## src/hdl/lss_pkg.sv

```systemverilog
// Shared types and constants for the line sprite scan block.
package lss_pkg;

	localparam int MAX_PER_LINE_DEF  = 10;
	localparam int TABLE_ENTRIES_DEF = 40;
	localparam int QUEUE_DEPTH       = 4;
	localparam int SPR_W             = 8;
	localparam int PADDR_W           = 1;

	localparam logic [PADDR_W-1:0] REG_TALL_SPRITES = 1'b0;

	localparam logic [SPR_W:0] LINE_OFFSET  = 9'd16;
	localparam logic [SPR_W:0] HEIGHT_SHORT = 9'd8;
	localparam logic [SPR_W:0] HEIGHT_TALL  = 9'd16;

	typedef struct packed {
		logic [SPR_W-1:0] attr;
		logic [SPR_W-1:0] tile;
		logic [SPR_W-1:0] x;
		logic [SPR_W-1:0] y;
	} ent_t;

	typedef struct packed {
		logic ins;
		logic last;
		ent_t ent;
	} cmd_t;

	typedef struct packed {
		logic full;
		logic empty;
	} q_stat_t;

	typedef enum logic [1:0] {
		BK_IDLE,
		BK_LIST,
		BK_EMPTY
	} bk_state_t;

endpackage

```

## src/hdl/lss_front.sv

```systemverilog
// Front end: accepts table entries, tests them against the line, issues insert/flush requests.
module lss_front import lss_pkg::*; #(
	parameter int MAX_PER_LINE  = MAX_PER_LINE_DEF,
	parameter int TABLE_ENTRIES = TABLE_ENTRIES_DEF
) (
	input  logic             clk,
	input  logic             arst_n,
	input  logic             tall,
	input  logic             in_valid,
	input  logic [SPR_W-1:0] line,
	input  ent_t             ent,
	input  logic             last,
	input  q_stat_t          q_stat,
	output logic             in_ready,
	output logic             push,
	output cmd_t             cmd
);

	localparam int SEEN_W = $clog2(TABLE_ENTRIES + 1);
	localparam int CNT_W  = $clog2(MAX_PER_LINE + 1);

	logic [SEEN_W-1:0] seen_q;
	logic [CNT_W-1:0]  sel_cnt_q;
	logic              accept;
	logic              counted;
	logic              hit;
	logic [SPR_W:0]    line_ref;
	logic [SPR_W:0]    y_top;
	logic [SPR_W:0]    y_bot;

	assign in_ready = !q_stat.full;
	assign accept   = in_valid && in_ready;

	assign line_ref = {1'b0, line} + LINE_OFFSET;
	assign y_top    = {1'b0, ent.y};
	assign y_bot    = y_top + (tall ? HEIGHT_TALL : HEIGHT_SHORT);
	assign counted  = seen_q < SEEN_W'(TABLE_ENTRIES);
	assign hit      = counted && (ent.x != '0) && (sel_cnt_q < CNT_W'(MAX_PER_LINE)) &&
	                  (y_top <= line_ref) && (y_bot > line_ref);

	// only selected entries and scan ends go to the back end
	assign push     = accept && (hit || last);
	assign cmd.ins  = hit;
	assign cmd.last = last;
	assign cmd.ent  = ent;

	always_ff @(posedge clk or negedge arst_n) begin
		if (!arst_n) begin
			seen_q    <= '0;
			sel_cnt_q <= '0;
		end else if (accept) begin
			if (last) begin
				seen_q    <= '0;
				sel_cnt_q <= '0;
			end else begin
				if (counted)
					seen_q <= seen_q + 1'b1;
				if (hit)
					sel_cnt_q <= sel_cnt_q + 1'b1;
			end
		end
	end

endmodule

```

## src/hdl/lss_queue.sv

```systemverilog
// Short request queue between the front and back ends.
module lss_queue import lss_pkg::*; (
	input  logic    clk,
	input  logic    arst_n,
	input  logic    push,
	input  cmd_t    push_cmd,
	input  logic    pop,
	output cmd_t    head,
	output q_stat_t stat
);

	localparam int PTR_W = $clog2(QUEUE_DEPTH);
	localparam int CNT_W = $clog2(QUEUE_DEPTH + 1);

	cmd_t             mem_q [QUEUE_DEPTH];
	logic [PTR_W-1:0] wr_ptr_q;
	logic [PTR_W-1:0] rd_ptr_q;
	logic [CNT_W-1:0] cnt_q;
	logic             do_push;
	logic             do_pop;

	assign stat.full  = cnt_q == CNT_W'(QUEUE_DEPTH);
	assign stat.empty = cnt_q == '0;
	assign do_push    = push && !stat.full;
	assign do_pop     = pop && !stat.empty;
	assign head       = mem_q[rd_ptr_q];

	always_ff @(posedge clk) begin
		if (do_push)
			mem_q[wr_ptr_q] <= push_cmd;
	end

	always_ff @(posedge clk or negedge arst_n) begin
		if (!arst_n) begin
			wr_ptr_q <= '0;
			rd_ptr_q <= '0;
			cnt_q    <= '0;
		end else begin
			if (do_push)
				wr_ptr_q <= (wr_ptr_q == PTR_W'(QUEUE_DEPTH - 1)) ? '0 : wr_ptr_q + 1'b1;
			if (do_pop)
				rd_ptr_q <= (rd_ptr_q == PTR_W'(QUEUE_DEPTH - 1)) ? '0 : rd_ptr_q + 1'b1;
			if (do_push && !do_pop)
				cnt_q <= cnt_q + 1'b1;
			else if (do_pop && !do_push)
				cnt_q <= cnt_q - 1'b1;
		end
	end

endmodule

```

## src/hdl/lss_back.sv

```systemverilog
// Back end: sorted insert into a row of slots, then emit the list through an output register.
module lss_back import lss_pkg::*; #(
	parameter int MAX_PER_LINE = MAX_PER_LINE_DEF,
	localparam int CNT_W       = $clog2(MAX_PER_LINE + 1)
) (
	input  logic             clk,
	input  logic             arst_n,
	input  logic             q_valid,
	input  cmd_t             q_head,
	output logic             q_pop,
	output logic             out_valid,
	input  logic             out_ready,
	output logic             out_entry_valid,
	output ent_t             out_ent,
	output logic             out_last,
	output logic [CNT_W-1:0] kept_cnt
);

	bk_state_t        state_q;
	bk_state_t        state_d;
	ent_t             slot_q   [MAX_PER_LINE];
	ent_t             slot_ins [MAX_PER_LINE];
	logic             take     [MAX_PER_LINE];
	logic [CNT_W-1:0] cnt_q;
	logic [CNT_W-1:0] cnt_after;
	logic             out_adv;
	logic             do_ins;
	logic             do_shift;
	logic             load_list;
	logic             load_empty;

	assign kept_cnt  = cnt_q;
	assign out_adv   = !out_valid || out_ready;
	assign cnt_after = cnt_q + CNT_W'(q_head.ins);

	// slots at and after the insert point move up one place
	always_comb begin
		for (int i = 0; i < MAX_PER_LINE; i++)
			take[i] = (CNT_W'(i) < cnt_q) && (slot_q[i].x > q_head.ent.x);
		for (int i = 0; i < MAX_PER_LINE; i++) begin
			if (i > 0 && take[(i > 0) ? i - 1 : 0])
				slot_ins[i] = slot_q[(i > 0) ? i - 1 : 0];
			else if (take[i] || CNT_W'(i) == cnt_q)
				slot_ins[i] = q_head.ent;
			else
				slot_ins[i] = slot_q[i];
		end
	end

	always_comb begin
		state_d = state_q;
		unique case (state_q)
			BK_IDLE: begin
				if (q_valid && q_head.last)
					state_d = (cnt_after == '0) ? BK_EMPTY : BK_LIST;
			end
			BK_LIST: begin
				if (out_adv && cnt_q == CNT_W'(1))
					state_d = BK_IDLE;
			end
			BK_EMPTY: begin
				if (out_adv)
					state_d = BK_IDLE;
			end
			default: state_d = BK_IDLE;
		endcase
	end

	always_comb begin
		q_pop      = 1'b0;
		do_ins     = 1'b0;
		do_shift   = 1'b0;
		load_list  = 1'b0;
		load_empty = 1'b0;
		unique case (state_q)
			BK_IDLE: begin
				q_pop  = q_valid;
				do_ins = q_valid && q_head.ins;
			end
			BK_LIST: begin
				load_list = out_adv;
				do_shift  = out_adv;
			end
			BK_EMPTY: load_empty = out_adv;
			default: ;
		endcase
	end

	always_ff @(posedge clk or negedge arst_n) begin
		if (!arst_n) begin
			state_q   <= BK_IDLE;
			cnt_q     <= '0;
			out_valid <= 1'b0;
		end else begin
			state_q <= state_d;
			if (do_ins)
				cnt_q <= cnt_after;
			else if (do_shift)
				cnt_q <= cnt_q - 1'b1;
			if (load_list || load_empty)
				out_valid <= 1'b1;
			else if (out_ready)
				out_valid <= 1'b0;
		end
	end

	always_ff @(posedge clk) begin
		if (do_ins) begin
			for (int i = 0; i < MAX_PER_LINE; i++)
				slot_q[i] <= slot_ins[i];
		end else if (do_shift) begin
			for (int i = 0; i < MAX_PER_LINE - 1; i++)
				slot_q[i] <= slot_q[i + 1];
		end
		if (load_list) begin
			out_entry_valid <= 1'b1;
			out_ent         <= slot_q[0];
			out_last        <= cnt_q == CNT_W'(1);
		end else if (load_empty) begin
			out_entry_valid <= 1'b0;
			out_ent         <= '0;
			out_last        <= 1'b1;
		end
	end

endmodule

```

## src/hdl/line_sprite_select_sort.sv

```systemverilog
// Top level of the line sprite scan: register port, front end, queue, sort/emit back end.
//
//  port group        dir  width  contents
//  s_t*  (entries)   in   40+1   scan_line, sprite_y, sprite_x, sprite_tile, sprite_attr; last
//  m_t*  (results)   out  32+1+1 out_y, out_x, out_tile, out_attr; entry_valid; is_last
//  p*    (registers) in   1 reg  tall_sprites at byte address 0
//
// The front end takes one entry per cycle while the 4-deep request queue has room.
// The back end pops each request in turn, doing a sorted insert for a selected entry; a
// scan end starts the emit of the kept sprites in ascending x order (or of the empty result).
// Requests wait in the queue while a list is being emitted.
// Reset clears the counters, queue and output valid; slot contents need no reset.
// A stalled result output holds the back end; the front end stalls only on a full queue.
module line_sprite_select_sort import lss_pkg::*; #(
	parameter int MAX_PER_LINE  = MAX_PER_LINE_DEF,
	parameter int TABLE_ENTRIES = TABLE_ENTRIES_DEF
) (
	input  logic               clk,
	input  logic               arst_n,
	input  logic               psel,
	input  logic               penable,
	input  logic               pwrite,
	input  logic [PADDR_W-1:0] paddr,
	input  logic [31:0]        pwdata,
	output logic [31:0]        prdata,
	output logic               pready,
	input  logic               s_tvalid,
	output logic               s_tready,
	input  logic [39:0]        s_tdata,  // scan_line, sprite_y, sprite_x, sprite_tile, sprite_attr
	input  logic               s_tlast,  // last_entry
	output logic               m_tvalid,
	input  logic               m_tready,
	output logic [31:0]        m_tdata,  // out_y, out_x, out_tile, out_attr
	output logic [0:0]         m_tuser,  // entry_valid
	output logic               m_tlast   // is_last
);

	localparam int CNT_W = $clog2(MAX_PER_LINE + 1);

	logic             tall_q;
	logic             push;
	cmd_t             push_cmd;
	cmd_t             head;
	q_stat_t          q_stat;
	logic             pop;
	ent_t             in_ent;
	ent_t             out_ent;
	logic             out_entry_valid;
	logic [CNT_W-1:0] kept_cnt;

	assign pready = 1'b1;
	assign prdata = {31'b0, tall_q};

	always_ff @(posedge clk or negedge arst_n) begin
		if (!arst_n)
			tall_q <= 1'b0;
		else if (psel && penable && pwrite && pready && paddr == REG_TALL_SPRITES)
			tall_q <= pwdata[0];
	end

	assign in_ent.y    = s_tdata[15:8];
	assign in_ent.x    = s_tdata[23:16];
	assign in_ent.tile = s_tdata[31:24];
	assign in_ent.attr = s_tdata[39:32];

	lss_front #(
		.MAX_PER_LINE  (MAX_PER_LINE),
		.TABLE_ENTRIES (TABLE_ENTRIES)
	) u_front (
		.clk      (clk),
		.arst_n   (arst_n),
		.tall     (tall_q),
		.in_valid (s_tvalid),
		.line     (s_tdata[7:0]),
		.ent      (in_ent),
		.last     (s_tlast),
		.q_stat   (q_stat),
		.in_ready (s_tready),
		.push     (push),
		.cmd      (push_cmd)
	);

	lss_queue u_queue (
		.clk      (clk),
		.arst_n   (arst_n),
		.push     (push),
		.push_cmd (push_cmd),
		.pop      (pop),
		.head     (head),
		.stat     (q_stat)
	);

	lss_back #(
		.MAX_PER_LINE (MAX_PER_LINE)
	) u_back (
		.clk             (clk),
		.arst_n          (arst_n),
		.q_valid         (!q_stat.empty),
		.q_head          (head),
		.q_pop           (pop),
		.out_valid       (m_tvalid),
		.out_ready       (m_tready),
		.out_entry_valid (out_entry_valid),
		.out_ent         (out_ent),
		.out_last        (m_tlast),
		.kept_cnt        (kept_cnt)
	);

	assign m_tdata    = {out_ent.attr, out_ent.tile, out_ent.x, out_ent.y};
	assign m_tuser[0] = out_entry_valid;

	a_no_overflow: assert property (@(posedge clk) disable iff (!arst_n)
		!(push && q_stat.full))
		else $error("request pushed into a full queue");

	a_empty_result: assert property (@(posedge clk) disable iff (!arst_n)
		m_tvalid && !m_tuser[0] |-> m_tlast && m_tdata == '0)
		else $error("empty-list result not final or not zero");

	a_kept_bound: assert property (@(posedge clk) disable iff (!arst_n)
		kept_cnt <= CNT_W'(MAX_PER_LINE))
		else $error("kept sprite count above limit");

endmodule
```

## config.mk

```make
export PLATFORM = sky130hd
export DESIGN_NAME = line_sprite_select_sort
export DESIGN_NICKNAME = d
export VERILOG_FILES = /design/src/hdl/lss_pkg.sv /design/src/hdl/lss_front.sv /design/src/hdl/lss_queue.sv /design/src/hdl/lss_back.sv /design/src/hdl/line_sprite_select_sort.sv
export SDC_FILE = /design/constraint.sdc
export NUM_CORES = 1
export LEC_CHECK = 0
export ABC_AREA = 1
export BUFFER_PORTS_ARGS = -buffer_cell sky130_fd_sc_hd__buf_2
export CORE_UTILIZATION = 55
export CTS_BUF_LIST = sky130_fd_sc_hd__clkbuf_2
export CTS_CLUSTER_DIAMETER = 100
export CTS_CLUSTER_SIZE = 24
export DETAILED_ROUTE_END_ITERATION = 7
export PLACE_DENSITY = 0.78
export SYNTH_ARGS = -nofsm -noshare
export SYNTH_HDL_FRONTEND = slang
export SYNTH_SLANG_ARGS = --single-unit
export TNS_END_PERCENT = 10
```

## constraint.sdc

```tcl
create_clock -name clk -period 6.1 [get_ports clk]
set_clock_uncertainty 0.1 [all_clocks]
set_input_delay 0 -clock clk [delete_from_list [all_inputs] [get_ports clk]]
set_output_delay 0 -clock clk [all_outputs]
set_load 0.02 [all_outputs]
```

# Yosys cells after proc, flatten, opt, wreduce, memory -nomap -nowiden
# Memories as Yosys holds them, arrays and structs flattened.
# Cells that the tools add are included.
dict set report classes {
  magnitude_cmp 24
  muxes 61
  addsub 10
  n_bitwise 10
  n_reduce_logical 58
  eq_ne 18
}
# op n
set ops {}
lappend ops {{$mux W32} 30}
lappend ops {{$gt A8 B8 Y1} 10}
lappend ops {{$logic_and A1 B1 Y1} 26}
lappend ops {{$eq A3 B4 Y1 const A} 4}
lappend ops {{$lt A3 B4 Y1 const A} 4}
lappend ops {{$mux W4} 4}
lappend ops {{$mux W1} 15}
lappend ops {{$logic_or A1 B1 Y1} 13}
lappend ops {{$mux W2} 6}
lappend ops {{$mux W6} 2}
lappend ops {{$reduce_bool A2 Y1} 6}
lappend ops {{$add A8 B5 Y9 const B} 1}
lappend ops {{$add A8 B9 Y9} 1}
lappend ops {{$gt A9 B9 Y1} 1}
lappend ops {{$le A8 B9 Y1} 1}
lappend ops {{$or A1 B1 Y1} 9}
lappend ops {{$eq A2 B4 Y1 const A} 2}
lappend ops {{$eq A4 B4 Y1 const A} 2}
lappend ops {{$logic_not A4 Y1} 2}
lappend ops {{$lt A1 B4 Y1 const A} 2}
lappend ops {{$lt A2 B4 Y1 const A} 2}
lappend ops {{$lt A4 B4 Y1 const A} 2}
lappend ops {{$reduce_bool A8 Y1} 1}
lappend ops {{$add A6 B1 Y6 const B} 1}
lappend ops {{23 further kinds} 34}
dict set report word_totals {
  reg_bits 59
  out_inout_bits 69
  ramBits 456
  n_memories 2
  wordCells 198
  inputBits 81
}
# memory words word_bits read_ports rd_ports_with_merged_regs write_ports line_no
set memory_table {}
lappend memory_table {u_back.slot_q 10 32 10 0 10 lss_back.sv:21} ;# ent_t slot_q [MAX_PER_LINE];
lappend memory_table {u_queue.mem_q 4 34 1 0 1 lss_queue.sv:15} ;# cmd_t mem_q [QUEUE_DEPTH];

# Longest topological paths before layout
# Gate-level depths: netlist of run 1.
dict set report logic_depth {
  depth_word 12
  depth_mapped 22
  mapped_depth_nobuf 22
}

# By module
# From an unflattened synthesis of run 1, not the netlist that was laid out.
dict set report unflattened {
  cells_unflattened 3231
  hier_area_um2 28786.4
}
# mod area_per_inst_um2 cells_per_inst instances seq_area_each_um2
set by_module_without_submodules {}
lappend by_module_without_submodules {lss_back 21182.8 2519 1 10795.4}
lappend by_module_without_submodules {lss_queue 5818.1 457 1 4259.1}
lappend by_module_without_submodules {lss_front 1467.7 210 1 250.2}
lappend by_module_without_submodules {line_sprite_select_sort 317.8 45 1 25.0}

# Worst setup path before layout of run 1
# Ideal clock, no wire load.
dict set report synth_timing {
  path_kind {register to register}
  start {register tall_q}
  end {memory u_queue.mem_q[0][0] in the netlist's numbering (enable)}
  path_stages_with_launch 16
  setup_ns 0.477
  required_ns 5.523
  period_less_slack_ns 5.222
  arrival_ns 4.645
  path_slack_ns 0.878
  path_buffers 1
  cell_sequence {dfrtp_1 -> inv_1 -> ha_1 -> fa_1 -> nand3_1 -> xor2_1 -> ha_1 -> nand2_1 -> nor2_1 -> nand3_1 -> nand3_1 -> nand2_1 -> inv_1 -> nand3_1 -> buf_2 -> a21boi_0}
}
dict set report synth_between {
  elab_chain_cells 9
}
# item line_no
set synth_lines {}
lappend synth_lines {{start, declared} line_sprite_select_sort.sv:40} ;# logic tall_q;
lappend synth_lines {{start signal, assigned} line_sprite_select_sort.sv:58} ;# tall_q <= pwdata[0];
lappend synth_lines {{$mux W5} lss_front.sv:36} ;# assign y_bot = y_top + (tall ? HEIGHT_TALL : HEIGHT_SHORT);
lappend synth_lines {{$add A8 B9 Y9} lss_front.sv:36}
lappend synth_lines {{$gt A9 B9 Y1} lss_front.sv:39} ;# (y_top <= line_ref) && (y_bot > line_ref);
lappend synth_lines {{$logic_and A1 B1 Y1} lss_front.sv:39}
lappend synth_lines {{$logic_or A1 B1 Y1} lss_front.sv:42} ;# assign push = accept && (hit || last);
lappend synth_lines {{$logic_and A1 B1 Y1} lss_front.sv:42}
lappend synth_lines {{$logic_and A1 B1 Y1} lss_queue.sv:24} ;# assign do_push = push && !stat.full;
lappend synth_lines {{$mux W1} lss_queue.sv:29} ;# if (do_push)
lappend synth_lines {{$mux W1 (not written as such)} lss_queue.sv:30} ;# mem_q[wr_ptr_q] <= push_cmd;
lappend synth_lines {{end, declared} lss_queue.sv:15}
# No other way between the ends.

# Worst setup path after layout of run 1
dict set report layout_timing {
  start {register tall_q}
  end {register u_queue.cnt_q[2]}
}
dict set report layout_between {
  elab_chain_cells 10
  elab_cells_between_ends 12
  classes_between {1 x add/sub; 1 x order compare; 2 x mux; 8 x reduce/logical}
}
# item line_no
set layout_lines {}
lappend layout_lines {{$mux W5 *} lss_front.sv:36}
lappend layout_lines {{$add A8 B9 Y9 *} lss_front.sv:36}
lappend layout_lines {{$gt A9 B9 Y1 *} lss_front.sv:39}
lappend layout_lines {{$logic_and A1 B1 Y1 *} lss_front.sv:39}
lappend layout_lines {{$logic_or A1 B1 Y1 *} lss_front.sv:42}
lappend layout_lines {{$logic_and A1 B1 Y1 *} lss_front.sv:42}
lappend layout_lines {{$logic_and A1 B1 Y1 *} lss_queue.sv:24}
lappend layout_lines {{net u_queue.do_push} lss_queue.sv:19} ;# logic do_push;
lappend layout_lines {{$logic_not A1 Y1} lss_queue.sv:45} ;# else if (do_pop && !do_push)
lappend layout_lines {{$logic_and A1 B1 Y1} lss_queue.sv:45}
lappend layout_lines {{$reduce_bool A2 Y1 (no line)} -}
lappend layout_lines {{end signal, assigned} lss_queue.sv:44} ;# cnt_q <= cnt_q + 1'b1;
lappend layout_lines {{end signal, assigned} lss_queue.sv:46} ;# cnt_q <= cnt_q - 1'b1;
lappend layout_lines {{end, declared} lss_queue.sv:18} ;# logic [CNT_W-1:0] cnt_q;
# Mark *: on every way through the listed nets, which the timed path passes. The rest lies on a longest branch.
# A chain may end at the register's enable or synchronous reset.

==> results.tsv, run 1 <==
metric	value	unit
min_to	u_queue.mem_q[2][22]$_DFFE_PP_	
die_area	51600	um^2
use_met1	0.355	
final-hold-violation-count	0	
drc_errors	0	
nets	3337	
path_cells	inv_1 -> ha_1 -> fa_1 -> nand3_1 -> xor2_1 -> ha_1 -> nand2_1 -> nor2_1 -> nand3_1 -> dlygate4sd3_1 -> nand3_1 -> dlygate4sd3_1 -> nand2_1 -> inv_1 -> nand3_1 -> nand2_1 -> ha_1 -> inv_1 -> fa_1 -> a21oi_1 -> o21ai_0 -> xnor2_1	
worst_slew_pin_slew	1.18	ns
place.gp.congestion	0.860	
drv_slew	0	
top_usage_layer	met2	
end_kind	flop	
min_period	5.19	ns
worst-setup-path-type	reg -> reg	
yosys_warnings	0	
die_x	227	um
ctsHtreeMaxLevel	1	
met3_usage	0.0290	
ys.flop_type	edfxtp_1	
postCtsHoldBufs	104	
crit_family	adder cells	
pin_count	150	
crit_top_cell	nand3_1	
fp.dieH	227	um
cts_setup_buffers	0	
r2r_start	tall_q$_DFFE_PN0P_	
worstRegToRegCells	22	
hp-class	in -> reg	
reg2reg_setup_slack	0.91	ns
hold_depth	3	
netlist_instances	3050	
synth-async-reset-ratio	0.0485	
status	complete, no violations	
cts.clk_slew.worst_paths	0.42	ns
vias	22600	
vias_per_cell	5.89	
ant_nets	0	
yosysMostFrequentCell	nand2_1	
grt_max_degree	216	
row_count	82	
antenna_found_initial	2	
min_from	s_tdata[30]	
drt_iter0_markers	2489	
setup-tns-final	0	ns
fillCellCount	4170	
r2r-end	u_queue.cnt_q[2]$_DFFE_PN0P_	
crit_slowest_cell	dlygate4sd3_1	
synth_cell_types	41	
required	7.12	ns
tritoncts	built	
core	50100	um^2
grt_pass1_wl	115	mm
cp_max_fo	7	
synth.area.top_cells	edfxtp_1 53%, nand2_1 12%, nand3_1 8.2%	
globalRouteMet2Util	0.487	
synth_area_leader_cell	edfxtp_1	
grt_usage	0.279	
grt_remaining_overflow	0	
clock_latency	1.14	ns
io_buffers	86	
ys_ff_latch	515	
synthesis.area	27900	um^2
dr.pass1.iters	8	
cp_slowest_stage_delay	0.57	ns
ctsResizeCount	0	
fmax	0.193	GHz
first_global_vias	22600	
fin_crit_sh	0.851	
cts_buffers	25	
dp_hpwl	46.9	mm
root_buffer	clkbuf_2	
synth.avg_cell_area	9.14	um^2
path_buf_inv	5	
yosys-top-cells-count	903 x nand2_1, 489 x edfxtp_1, 455 x nand3_1, 241 x inv_1, 141 x nor2_1	
rsz0062_at_grt	false	
clock_path_buffers	3	
drive_gt1_frac	0.0706	
drv_cap	0	
startpoint_type	flop	
worstPathArrival	6.21	ns
wl_per_cell	18.7	um
synth_top_area_share	0.527	
drt_wl_total	71.5	mm
area_growth	7.48	%
startpoint	tall_q$_DFFE_PN0P_	
cts_num_sinks	515	
setup_viol_count_final	0	
initial_core_util	0.557	
slew_headroom	0.216	
synth_edf_count	489	
synth.yosys.seq_area_share	0.550	
-- worst max path at each step --
stage | to | slack [ns] | cells after the start
floorplan | u_queue.mem_q[0][0]$_DFFE_PP_ | 0.88 | 15
global route | u_queue.cnt_q[2]$_DFFE_PN0P_ | 0.58 | 22
CTS | u_queue.cnt_q[2]$_DFFE_PN0P_ | 0.92 | 22
detailed placement | u_back.slot_q[2][26]$_DFFE_PP_ | 1.41 | 14
finish | u_queue.cnt_q[2]$_DFFE_PN0P_ | 0.91 | 22
global placement | u_back.slot_q[2][26]$_DFFE_PP_ | 1.56 | 14
-- final cells by class --
class | count | area [um^2] | share of cell area
multi-input combinational | 2108 | 10700 | 0.357
clock inverter | 2 | 20.0 | 0.000669
antenna | 2 | 5.00 | 0.000167
clock buffer | 44 | 220 | 0.00735
sequential | 515 | 15300 | 0.512
tap | 672 | 841 | 0.0281
timing repair buffer | 241 | 1890 | 0.0631
inverter | 250 | 948 | 0.0317
-- placed cells by master (no fill, tap or decap), types with 3 or more instances in the layout --
cell           instances
buf_12                 3
nor2_1               137
nand2_1              903
ha_1                 113
a31oi_4                4
buf_4                 49
nor2_2                 5
a21boi_4               4
xor2_1                 7
a21oi_1               84
nand2_2                5
nand3_1              455
inv_2                  8
o21ai_1               55
o21ai_0              106
dlygate4sd3_1        103
conb_1                32
edfxtp_1             489
clkbuf_2              44
xnor2_1                4
buf_2                 86
nand3b_1              93
dfrtp_1               24
inv_1                241
o21a_1                 9
nand4_1               70
-- routing by layer --
layer,wire length [um],vias up
li1,-,10500
met1,28100,10800
met2,35700,1088
met3,5020,191
met4,2750,0
met5,0,-
-- tightest hold or removal path, stage by stage --
cell,delay [ns]
dlygate4sd3_1,0.51
buf_2,0.10
dlygate4sd3_1,0.59
-- metrics by stage --
step	utilization	cells	worst slack, ns	hold WS [ns]	area [um^2]
2_1_floorplan	-	3080	0.878	-0.396	28000
3_3_place_gp	0.572	3682	1.56	-0.0139	28700
3_5_place_dp	0.572	3682	1.41	-0.0103	28700
4_1_cts	0.598	3832	0.916	0.00425	29900
5_1_grt	0.598	3833	0.579	0.0167	29900
6_report	0.598	3834	0.906	0.0574	29900
-- sequential cells by signal (all words and copies together) (netlist names) --
signal,flops
u_queue.cnt_q,3
u_back.kept_cnt,4
u_back.out_entry_valid,1
u_back.out_last,1
u_queue.rd_ptr_q,2
u_back.state_q,2
u_back.slot_q,320
u_queue.wr_ptr_q,2
u_front.sel_cnt_q,4
tall_q,1
u_front.seen_q,6
u_back.out_ent,32
u_queue.mem_q,136
u_back.out_valid,1
-- logic make-up (layout without fill, tap and decap cells) --
kind of cell               after synthesis  after routing  synth area share
other                                    2             34          0.000270
DFF                                    515            515             0.550
buffers and inverters                  457            537            0.0736
adders and majority gates              115            115            0.0522
and+or+nand+nor                       1676           1676             0.267
AOI/OAI and AO/OA                      273            273            0.0534
xor gates and xnor gates                11             11           0.00346
muxes                                    1              1          0.000404
Power of run 1 is left out: the tool's default activity adds up to more than one toggle a clock period on the data nets, which glitch-free logic cannot reach.
==> run 2, diff against run 1 <==
==> constraint.sdc (replaced) <==
create_clock -name clk -period 6.59 [get_ports clk]
set_clock_uncertainty 0.1 [all_clocks]
set_input_delay 0 -clock clk [delete_from_list [all_inputs] [get_ports clk]]
set_output_delay 0 -clock clk [all_outputs]
set_load 0.02 [all_outputs]
==> run 2 against run 1 <==
Register-to-register slack better by 0.21 ns. Worst hold slack worse by 0.0069 ns. Design area unchanged. Sequential share of layout area stayed put. Utilization did not move. Via count decreased by 0.32%. Cell count about the same. First-iteration DRC count down 3.3%. Setup slack better by 0.21 ns. Count of clock-buffer cells in the layout unchanged. Highest routed layer unchanged. Die area is the same. Flip-flop and latch count is the same.
==> results.tsv, run 2 (synthesis results as in run 1) <==
metric	value	unit
setup_viol_count_final	0	
grt_max_degree	227	
antenna_found_initial	1	
io_buffers	86	
drv_slew	0	
tritoncts	built	
status	complete, no violations	
ctsResizeCount	0	
die_x	227	um
clock_latency	1.17	ns
reg_top3	u_back.slot_q (320), u_queue.mem_q (136), u_back.out_ent (32)	
placed_area	28600	um^2
min_period	5.47	ns
vias_per_cell	5.87	
cp_slowest_stage_delay	0.97	ns
row_count	82	
grt_pass1_wl	116	mm
ant_nets	0	
largest_register	u_back.slot_q	
final_cell_mix	903 x nand2_1, 489 x edfxtp_1, 455 x nand3_1	
nets	3336	
slew_headroom	0.187	
wl_per_cell	19.0	um
startpoint_type	flop	
clock_path_buffers	3	
core	50100	um^2
place.gp.congestion	0.890	
drc_errors	0	
pin_count	150	
fin_area	29900	um^2
hp-class	in -> reg	
area_growth	7.48	%
drive_gt1_frac	0.0690	
final_common_cell	nand2_1	
root_buffer	clkbuf_2	
fmax	0.183	GHz
fin_crit_sh	0.830	
fp.dieH	227	um
die_area	51600	um^2
grt_remaining_overflow	0	
worst_slew_pin_slew	1.22	ns
dr.pass1.iters	8	
end_kind	flop	
cts_buffers	25	
required	7.39	ns
worstPathArrival	6.27	ns
cts_setup_buffers	0	
drv_cap	0	
cp_max_fo	26	
final_cells	3832	
crit_top_cell	nand3_1	
path_cells	inv_1 -> ha_1 -> fa_1 -> nand3_1 -> xor2_1 -> ha_1 -> nand2_1 -> nor2_1 -> nand3_1 -> dlygate4sd3_1 -> nand3_1 -> dlygate4sd3_1 -> nand2_1 -> inv_1 -> nand3_1 -> a21boi_4 -> buf_4	
largest_register_ffs	320	
drt_iter0_markers	2407	
final-hold-violation-count	0	
setup-tns-final	0	ns
cts.clk_slew.worst_paths	0.41	ns
hold_ws	0.0505	ns
drt_wl_total	72.6	mm
worst-setup-path-type	reg -> reg	
placed_cells	3677	
dp_hpwl	48.0	mm
cts_num_sinks	515	
ctsHtreeMaxLevel	1	
first_global_vias	22500	
grt_usage	0.283	
vias	22500	
crit_slowest_cell	a21boi_4	
initial_core_util	0.557	
rsz0062_at_grt	false	
postCtsHoldBufs	108	
## run 2: cell types whose count changed in the layout (fill, tap and decap cells not counted)
cell	previous run	this run
buf_4	49	44
diode_2	2	1
dlygate4sd3_1	103	107
## run 2: critical path: cells and delay by family, from the launching register on
family | cells | cell delay, ns
DFF | 1 | 0.54
adders and majority gates | 3 | 0.89
xor gates and xnor gates | 1 | 0.08
buffers and inverters | 5 | 1.66
and+or+nand+nor | 7 | 0.96
AOI/OAI and AO/OA | 1 | 0.97
## run 2: final timing paths
path / start / to / slack [ns] / cells past startpoint
max in group asynchronous: arst_n / u_queue.rd_ptr_q[0]$_DFFE_PN0P_ / 5.95 / 5
max: tall_q$_DFFE_PN0P_ / u_queue.mem_q[2][17]$_DFFE_PP_ / 1.12 / 17
min reg2reg: u_back.out_entry_valid$_SDFFE_PP1P_ / u_back.out_entry_valid$_SDFFE_PP1P_ / 0.41 / 2
max reg2reg: tall_q$_DFFE_PN0P_ / u_queue.mem_q[2][17]$_DFFE_PP_ / 1.12 / 17
min in group asynchronous: arst_n / u_back.state_q[0]$_DFFE_PN0P_ / 0.18 / 5
min: s_tdata[34] / u_queue.mem_q[3][26]$_DFFE_PP_ / 0.05 / 3
## run 2: area by class of cell
type	count	area [um^2]
diodes	1	2.50
inverters	250	948
multi-input cells	2108	10700
repair buffers	240	1890
clock inverters	2	20.0
flip-flops and latches	515	15300
fillers	4148	20100
well taps	672	841
clock buffers	44	220
## run 2: per-layer routing
| metal | routed length, um | global-route usage | part of all wire | vias up |
|---|---|---|---|---|
| li1 | - | - | - | 10500 |
| met5 | 0 | 0 | 0 | - |
| met3 | 4860 | 0.0279 | 0.067 | 175 |
| met1 | 29100 | 0.367 | 0.40 | 10800 |
| met4 | 2310 | 0.0948 | 0.032 | 0 |
| met2 | 36400 | 0.499 | 0.50 | 1018 |
## run 2: per-stage QoR
stage,setup WS [ns],util
after global placement,1.75,0.571
after CTS,1.20,0.598
after global routing,0.847,0.598
after detailed placement,1.59,0.571
final,1.12,0.598
after floorplan,1.37,-
Power of run 2 is left out for the same reason.
